$ cat src/design/chacha_pkg.sv
// ----------------------------------------------------------------------------
// chacha_pkg
// Shared types, constants and helpers of the ChaCha20 stream cipher block.
// ----------------------------------------------------------------------------
package chacha_pkg;

	// "expand 32-byte k"
	localparam logic [31:0] SIGMA0 = 32'h61707865;
	localparam logic [31:0] SIGMA1 = 32'h3320646E;
	localparam logic [31:0] SIGMA2 = 32'h79622D32;
	localparam logic [31:0] SIGMA3 = 32'h6B206574;

	// Quarter-round rotate amounts, in order of use
	localparam int unsigned ROT_A = 16;
	localparam int unsigned ROT_B = 12;
	localparam int unsigned ROT_C = 8;
	localparam int unsigned ROT_D = 7;

	// Configuration register indexes
	localparam int unsigned CFG_IDX_W  = 3;
	localparam int unsigned CFG_DATA_W = 64;
	localparam logic [CFG_IDX_W-1:0] REG_KEY_PART0  = 3'd0;
	localparam logic [CFG_IDX_W-1:0] REG_KEY_PART1  = 3'd1;
	localparam logic [CFG_IDX_W-1:0] REG_KEY_PART2  = 3'd2;
	localparam logic [CFG_IDX_W-1:0] REG_KEY_PART3  = 3'd3;
	localparam logic [CFG_IDX_W-1:0] REG_NONCE_LOW  = 3'd4;
	localparam logic [CFG_IDX_W-1:0] REG_NONCE_HIGH = 3'd5;

	// Four state words handled by one quarter-round lane
	typedef struct packed {
		logic [31:0] a;
		logic [31:0] b;
		logic [31:0] c;
		logic [31:0] d;
	} qr_words_t;

	function automatic logic [31:0] rotl32(input logic [31:0] v, input int unsigned s);
		return (v << s) | (v >> (32 - s));
	endfunction

endpackage

$ cat src/design/chacha_qr_step.sv
// ----------------------------------------------------------------------------
// chacha_qr_step
// Half of a ChaCha quarter round: two add-xor-rotate steps on one lane.
// ----------------------------------------------------------------------------
module chacha_qr_step import chacha_pkg::*; (
	input  logic      second_half,
	input  qr_words_t din,
	output qr_words_t dout
);

	logic [31:0] a_sum;
	logic [31:0] d_mix;
	logic [31:0] d_rot;
	logic [31:0] c_sum;
	logic [31:0] b_mix;
	logic [31:0] b_rot;

	always_comb begin
		a_sum = din.a + din.b;
		d_mix = din.d ^ a_sum;
		d_rot = second_half ? rotl32(d_mix, ROT_C) : rotl32(d_mix, ROT_A);
		c_sum = din.c + d_rot;
		b_mix = din.b ^ c_sum;
		b_rot = second_half ? rotl32(b_mix, ROT_D) : rotl32(b_mix, ROT_B);
	end

	assign dout = '{a: a_sum, b: b_rot, c: c_sum, d: d_rot};

endmodule

$ cat src/design/chacha20_stream_cipher.sv
// ----------------------------------------------------------------------------
// chacha20_stream_cipher
// ChaCha20 keystream XOR, eight message bytes per word.
// ----------------------------------------------------------------------------
// Each input word is XORed with the next eight bytes of the ChaCha20 keystream
// (little-endian, first byte in the low bits); bytes above valid_bytes come out
// zero and valid_bytes_out copies the raw count. The key and nonce come from
// the configuration registers; the 32-bit block counter restarts at 0 on a
// word with first_word set. A new 64-byte block is generated on every eighth
// word, and on any word with first_word set, by one shared bank of four
// quarter-round lanes, which does half a round per cycle: a word that starts
// a block passes through ST_ROUND and ST_FEED before ST_EMIT, while the
// other words go from ST_IDLE straight to ST_EMIT. The block takes one word
// at a time; a finished result waits in the output register while the next
// word is accepted.
// ----------------------------------------------------------------------------
module chacha20_stream_cipher import chacha_pkg::*; #(
	parameter int unsigned DOUBLE_ROUNDS = 10
) (
	input  logic                  clk,
	input  logic                  arst_n,
	// configuration write port
	input  logic                  cfg_we,
	input  logic [CFG_IDX_W-1:0]  cfg_addr,
	input  logic [CFG_DATA_W-1:0] cfg_wdata,
	// input words
	input  logic                  in_valid,
	output logic                  in_ready,
	input  logic [63:0]           data_in,
	input  logic [3:0]            valid_bytes,
	input  logic                  first_word,
	// result words
	output logic                  out_valid,
	input  logic                  out_ready,
	output logic [63:0]           data_out,
	output logic [3:0]            valid_bytes_out
);

	// Each double round is four half-round steps (column then diagonal)
	localparam int unsigned STEPS  = 4 * DOUBLE_ROUNDS;
	localparam int unsigned STEP_W = $clog2(STEPS);

	typedef enum logic [3:0] {
		ST_IDLE  = 4'b0001,
		ST_ROUND = 4'b0010,
		ST_FEED  = 4'b0100,
		ST_EMIT  = 4'b1000
	} state_t;

	state_t state_q;

	// configuration
	logic [63:0] key_q [4];
	logic [63:0] nonce_low_q;
	logic [31:0] nonce_high_q;

	// sequencing
	logic [31:0]       ctr_q;
	logic [2:0]        pos_q;
	logic [STEP_W-1:0] step_q;

	// held word
	logic [63:0] data_q;
	logic [3:0]  count_q;

	// working state; after the feed-forward it holds the keystream block
	logic [31:0] x_q [16];
	logic [31:0] init_w [16];
	logic [31:0] ctr_sel;

	// output register
	logic        out_valid_q;
	logic [63:0] data_out_q;
	logic [3:0]  vb_out_q;

	logic        in_fire;
	logic        need_block;
	logic        out_free;
	logic        diag;
	logic [3:0]  ia [4];
	logic [3:0]  ib [4];
	logic [3:0]  ic [4];
	logic [3:0]  id [4];
	qr_words_t   qin [4];
	qr_words_t   qout [4];
	logic [63:0] ks;
	logic [63:0] mask;

	assign in_ready   = (state_q == ST_IDLE);
	assign in_fire    = in_valid && in_ready;
	assign need_block = first_word || (pos_q == 3'd0);
	assign out_free   = !out_valid_q || out_ready;
	assign diag       = step_q[1];

	// Block counter for the initial state: a new message starts at block 0
	assign ctr_sel = (state_q == ST_IDLE && first_word) ? 32'd0 : ctr_q;

	always_comb begin
		init_w[0] = SIGMA0;
		init_w[1] = SIGMA1;
		init_w[2] = SIGMA2;
		init_w[3] = SIGMA3;
		for (int i = 0; i < 4; i++) begin
			init_w[4 + 2*i] = key_q[i][31:0];
			init_w[5 + 2*i] = key_q[i][63:32];
		end
		init_w[12] = ctr_sel;
		init_w[13] = nonce_low_q[31:0];
		init_w[14] = nonce_low_q[63:32];
		init_w[15] = nonce_high_q;
	end

	// Lane j works on column j, or on the diagonal that starts at word j
	always_comb begin
		for (int j = 0; j < 4; j++) begin
			ia[j] = {2'd0, 2'(j)};
			ib[j] = {2'd1, 2'(j) + (diag ? 2'd1 : 2'd0)};
			ic[j] = {2'd2, 2'(j) + (diag ? 2'd2 : 2'd0)};
			id[j] = {2'd3, 2'(j) + (diag ? 2'd3 : 2'd0)};
			qin[j] = '{a: x_q[ia[j]], b: x_q[ib[j]], c: x_q[ic[j]], d: x_q[id[j]]};
		end
	end

	for (genvar j = 0; j < 4; j++) begin : g_lane
		chacha_qr_step u_qr (
			.second_half(step_q[0]),
			.din        (qin[j]),
			.dout       (qout[j])
		);
	end

	// Keystream word for the current position, and the byte mask
	assign ks = {x_q[{pos_q, 1'b1}], x_q[{pos_q, 1'b0}]};

	always_comb begin
		for (int i = 0; i < 8; i++) begin
			mask[8*i +: 8] = (count_q > 4'(i)) ? 8'hFF : 8'h00;
		end
	end

	// configuration registers
	always_ff @(posedge clk or negedge arst_n) begin
		if (!arst_n) begin
			for (int i = 0; i < 4; i++) begin
				key_q[i] <= '0;
			end
			nonce_low_q  <= '0;
			nonce_high_q <= '0;
		end else if (cfg_we) begin
			unique case (cfg_addr)
				REG_KEY_PART0:  key_q[0]     <= cfg_wdata;
				REG_KEY_PART1:  key_q[1]     <= cfg_wdata;
				REG_KEY_PART2:  key_q[2]     <= cfg_wdata;
				REG_KEY_PART3:  key_q[3]     <= cfg_wdata;
				REG_NONCE_LOW:  nonce_low_q  <= cfg_wdata;
				REG_NONCE_HIGH: nonce_high_q <= cfg_wdata[31:0];
				default: ;
			endcase
		end
	end

	// sequencer
	always_ff @(posedge clk or negedge arst_n) begin
		if (!arst_n) begin
			state_q     <= ST_IDLE;
			ctr_q       <= '0;
			pos_q       <= '0;
			step_q      <= '0;
			out_valid_q <= 1'b0;
		end else begin
			// raise on a fresh result, drop once the receiver takes it
			if (state_q == ST_EMIT && out_free) begin
				out_valid_q <= 1'b1;
			end else if (out_ready) begin
				out_valid_q <= 1'b0;
			end
			unique case (state_q)
				ST_IDLE: begin
					if (in_fire) begin
						if (first_word) begin
							ctr_q <= '0;
							pos_q <= '0;
						end
						step_q  <= '0;
						state_q <= need_block ? ST_ROUND : ST_EMIT;
					end
				end
				ST_ROUND: begin
					step_q <= step_q + STEP_W'(1);
					if (step_q == STEP_W'(STEPS - 1)) begin
						state_q <= ST_FEED;
					end
				end
				ST_FEED: begin
					// block is complete: advance the counter
					ctr_q   <= ctr_q + 32'd1;
					state_q <= ST_EMIT;
				end
				ST_EMIT: begin
					// hold until the output register is free
					if (out_free) begin
						pos_q   <= pos_q + 3'd1;
						state_q <= ST_IDLE;
					end
				end
				default: state_q <= ST_IDLE;
			endcase
		end
	end

	// datapath registers
	always_ff @(posedge clk) begin
		if (in_fire) begin
			data_q  <= data_in;
			count_q <= valid_bytes;
			if (need_block) begin
				for (int i = 0; i < 16; i++) begin
					x_q[i] <= init_w[i];
				end
			end
		end
		if (state_q == ST_ROUND) begin
			for (int j = 0; j < 4; j++) begin
				x_q[ia[j]] <= qout[j].a;
				x_q[ib[j]] <= qout[j].b;
				x_q[ic[j]] <= qout[j].c;
				x_q[id[j]] <= qout[j].d;
			end
		end
		if (state_q == ST_FEED) begin
			for (int i = 0; i < 16; i++) begin
				x_q[i] <= x_q[i] + init_w[i];
			end
		end
		if (state_q == ST_EMIT && out_free) begin
			data_out_q <= (data_q ^ ks) & mask;
			vb_out_q   <= count_q;
		end
	end

	assign out_valid       = out_valid_q;
	assign data_out        = data_out_q;
	assign valid_bytes_out = vb_out_q;

endmodule
$ cat config.mk
export PLATFORM = sky130hd
export DESIGN_NAME = chacha20_stream_cipher
export DESIGN_NICKNAME = d
export VERILOG_FILES = /design/src/design/chacha_pkg.sv /design/src/design/chacha_qr_step.sv /design/src/design/chacha20_stream_cipher.sv
export SDC_FILE = /design/constraint.sdc
export NUM_CORES = 2
export LEC_CHECK = 0
export BUFFER_PORTS_ARGS = -buffer_cell sky130_fd_sc_hd__buf_2
export CORE_UTILIZATION = 45
export DETAILED_ROUTE_END_ITERATION = 8
export SLEW_MARGIN = 25
export SYNTH_ARGS = -nofsm -noshare
export SYNTH_HDL_FRONTEND = slang
export SYNTH_SLANG_ARGS = --single-unit
$ cat constraint.sdc
create_clock -name clk -period 12.2 [get_ports clk]
set_input_delay 1.22 -clock clk [delete_from_list [all_inputs] [get_ports clk]]
set_output_delay 1.22 -clock clk [all_outputs]
set_load 0.1 [all_outputs]
==> out/metrics.cfg <==
[timing]
fin_tns_setup_ns = 0
skew_ns = 0.03414
slew_headroom_pct = 7.235
finalHoldViolCount = 0
period_needed_ns = 11.74
max_freq_mhz = 85.18
post-route-period-util_pct = 96.23
worst_slew_pin_slew_ns = 1.382
rsz0062_at_grt = no
slew_viol_final = 0
finalSetupViolCount = 0

[clock_tree]
hold_buffers = 0
clkTransAtPathRegs_ns = 0.06
cts_tree = built
cts_setup_buffers = 0
clk_latency_ns = 0.84
cts_buffers = 138
cts_resized = 0
cts_root_buf = clkbuf_16
cts.sinks = 1046
cts.path.max_buffers = 3
h-tree-depth = 4

[floorplanning]
coreArea_um2 = 200500
dieWidth_um = 452.3
row_count = 164
io_pins = 211
fp.dieH_um = 452.3
die_area_um2 = 204500
start_util_pct = 45.51

[worst_hold_path]
min_path_type = in2async

[status]
outcome = finished with violations
violations = DRC

[setup_path]
critical_path_class = reg2reg
cp-start-kind = register
cp_top_family = compound AO/OA/AOI/OAI gates
cp.required_ns = 12.77
critPathSlowestCell = xnor2_1
cpMostUsedCell = o21ai_0
critPathMaxStageDelay_ns = 0.86
path_buf_inv = 3
cp-end-kind = register
crit_arrival_ns = 12.31
cp_max_fo = 27

[finish]
layout-drive-gt1-share_pct = 16.53
area_growth_pct = 11.54
nNetsFinal = 10530
final_core_util_pct = 50.76
fin_area_um2 = 101800

[grt]
overflow = 0
antenna_found_initial = 103
grt_usage_pct = 51.12
grt_pass1_vias = 82020
grt_max_degree = 137
grt_pass1_wl_um = 709500

[synth]
synth_cell_types = 115
syn_area_um2 = 91230
syn_avg_cell_area_um2 = 9.573
synthTopCellsByArea = edfxtp_1 (21%), dfrtp_1 (11%), ha_1 (8.6%)
synth_nets = 10320
synth_cells = 9530
ys_warn_count = 0
yosys_most_used_dff = edfxtp_1
synth.yosys.seq_area_share_pct = 32.25
synth_top_area_share_pct = 21.33
async_flop_share_pct = 38.05
ys_seq_elements = 1046
synth_common_cells = nor2_1 (799), a21oi_1 (717), nand2_1 (650)
synth_top_cell_by_area = edfxtp_1
yosysMostFrequentCell = nor2_1
synth_edf_count = 648

[placement]
port_buffers = 210
gp_congestion = 1.130
dp_hpwl_um = 428400
placed_area_um2 = 96860

[drt]
firstDrtPassIters = 9
vias = 89740
route.detailed.drc = 14
ant_nets = 0
via_per_inst = 7.129
wl_per_cell_um = 42.73
routed_wl_um = 537800
drt_iter0_drc = 15210

[run]
cap_violations = 0

==> per-stage QoR <==
step	std cells	hold slack (ns)	setup slack, ns
floorplan	9530	0.4574	2.363
global placement	12260	0.4839	0.9147
global route	12530	0.4539	0.3707
finish	12590	0.4215	0.4604
detailed placement	12260	0.5012	1.116
CTS	12510	0.4212	1.097
==> layout by cell type, fill, tap and decap left out, drive strengths merged, types with 55 or more instances in the layout <==
cell type and instances:
nand2b 112, diode 73, nor2 800, a211oi 189
clkbuf 202, o22ai 55, buf 515, xnor2 541
nand2 650, a21oi 721, nor2b 86, o21ai 618
dfrtp 397, inv 267, a22oi 68, nand3 122
o21bai 82, edfxtp 648, mux4 129, and2 86
a31oi 89, ha 625, xor2 466, mux2 572
nor3 150, a21o 254, o21a 93, mux2i 488
or3 57, and3 75
==> cell type report <==
class                      count  area (um^2)
fill                       18340        98720
multi-input combinational   7784        59760
sequential                  1046        29430
clock buffer                 202         3970
timing repair buffer         515         3536
tap                         2656         3323
inverter                     260        996.0
clock inverter                51        556.8
antenna                       73        182.7
==> path summary, 6_finish.rpt <==
path,from,end,slack [ns],depth (start not counted)
hold reg to reg,step_q[5]$_DFFE_PN0P_,step_q[5]$_DFFE_PN0P_,0.52,1
max in group asynchronous,arst_n,init_w[200]$_DFFE_PN0P_,9.90,3
setup reg to reg,step_q[1]$_DFFE_PN0P_,x_q[5][5]$_DFFE_PP_,0.46,36
min in group clk,step_q[5]$_DFFE_PN0P_,step_q[5]$_DFFE_PN0P_,0.52,1
setup / recovery,step_q[1]$_DFFE_PN0P_,x_q[5][5]$_DFFE_PP_,0.46,36
hold / removal,arst_n,ctr_q[27]$_DFFE_PN0P_,0.42,1
==> layer usage <==
| layer | up-vias | track usage (%) | part of all wire, % |
|---|---|---|---|
| met5 | - | 0 | 0.074 |
| met4 | 50 | 33.41 | 7.7 |
| met3 | 1472 | 24.11 | 16 |
| met2 | 7340 | 69.99 | 39 |
| met1 | 44790 | 63.66 | 37 |
| li1 | 36090 | - | - |
==> state kept, by name, indices dropped and copies added (netlist names), 6 cells and up <==
register      flops
init_w          256
nonce_high_q     32
data_out         64
step_q            6
ctr_q            32
nonce_low_q      64
x_q             512
data_q           64
==> logic make-up after synthesis <==
logic type | share of synthesized area, %
flip-flops | 32.25
AO/OA/AOI/OAI | 18.67
multiplexers | 15.62
buffers and inverters | 2.902
AND/OR/NAND/NOR | 11.63
adder cells (fa/ha/maj) | 9.044
XOR/XNOR | 9.885
Power is left out: the tool's default activity adds up to more than one toggle a clock period on the data nets, which glitch-free logic cannot reach.
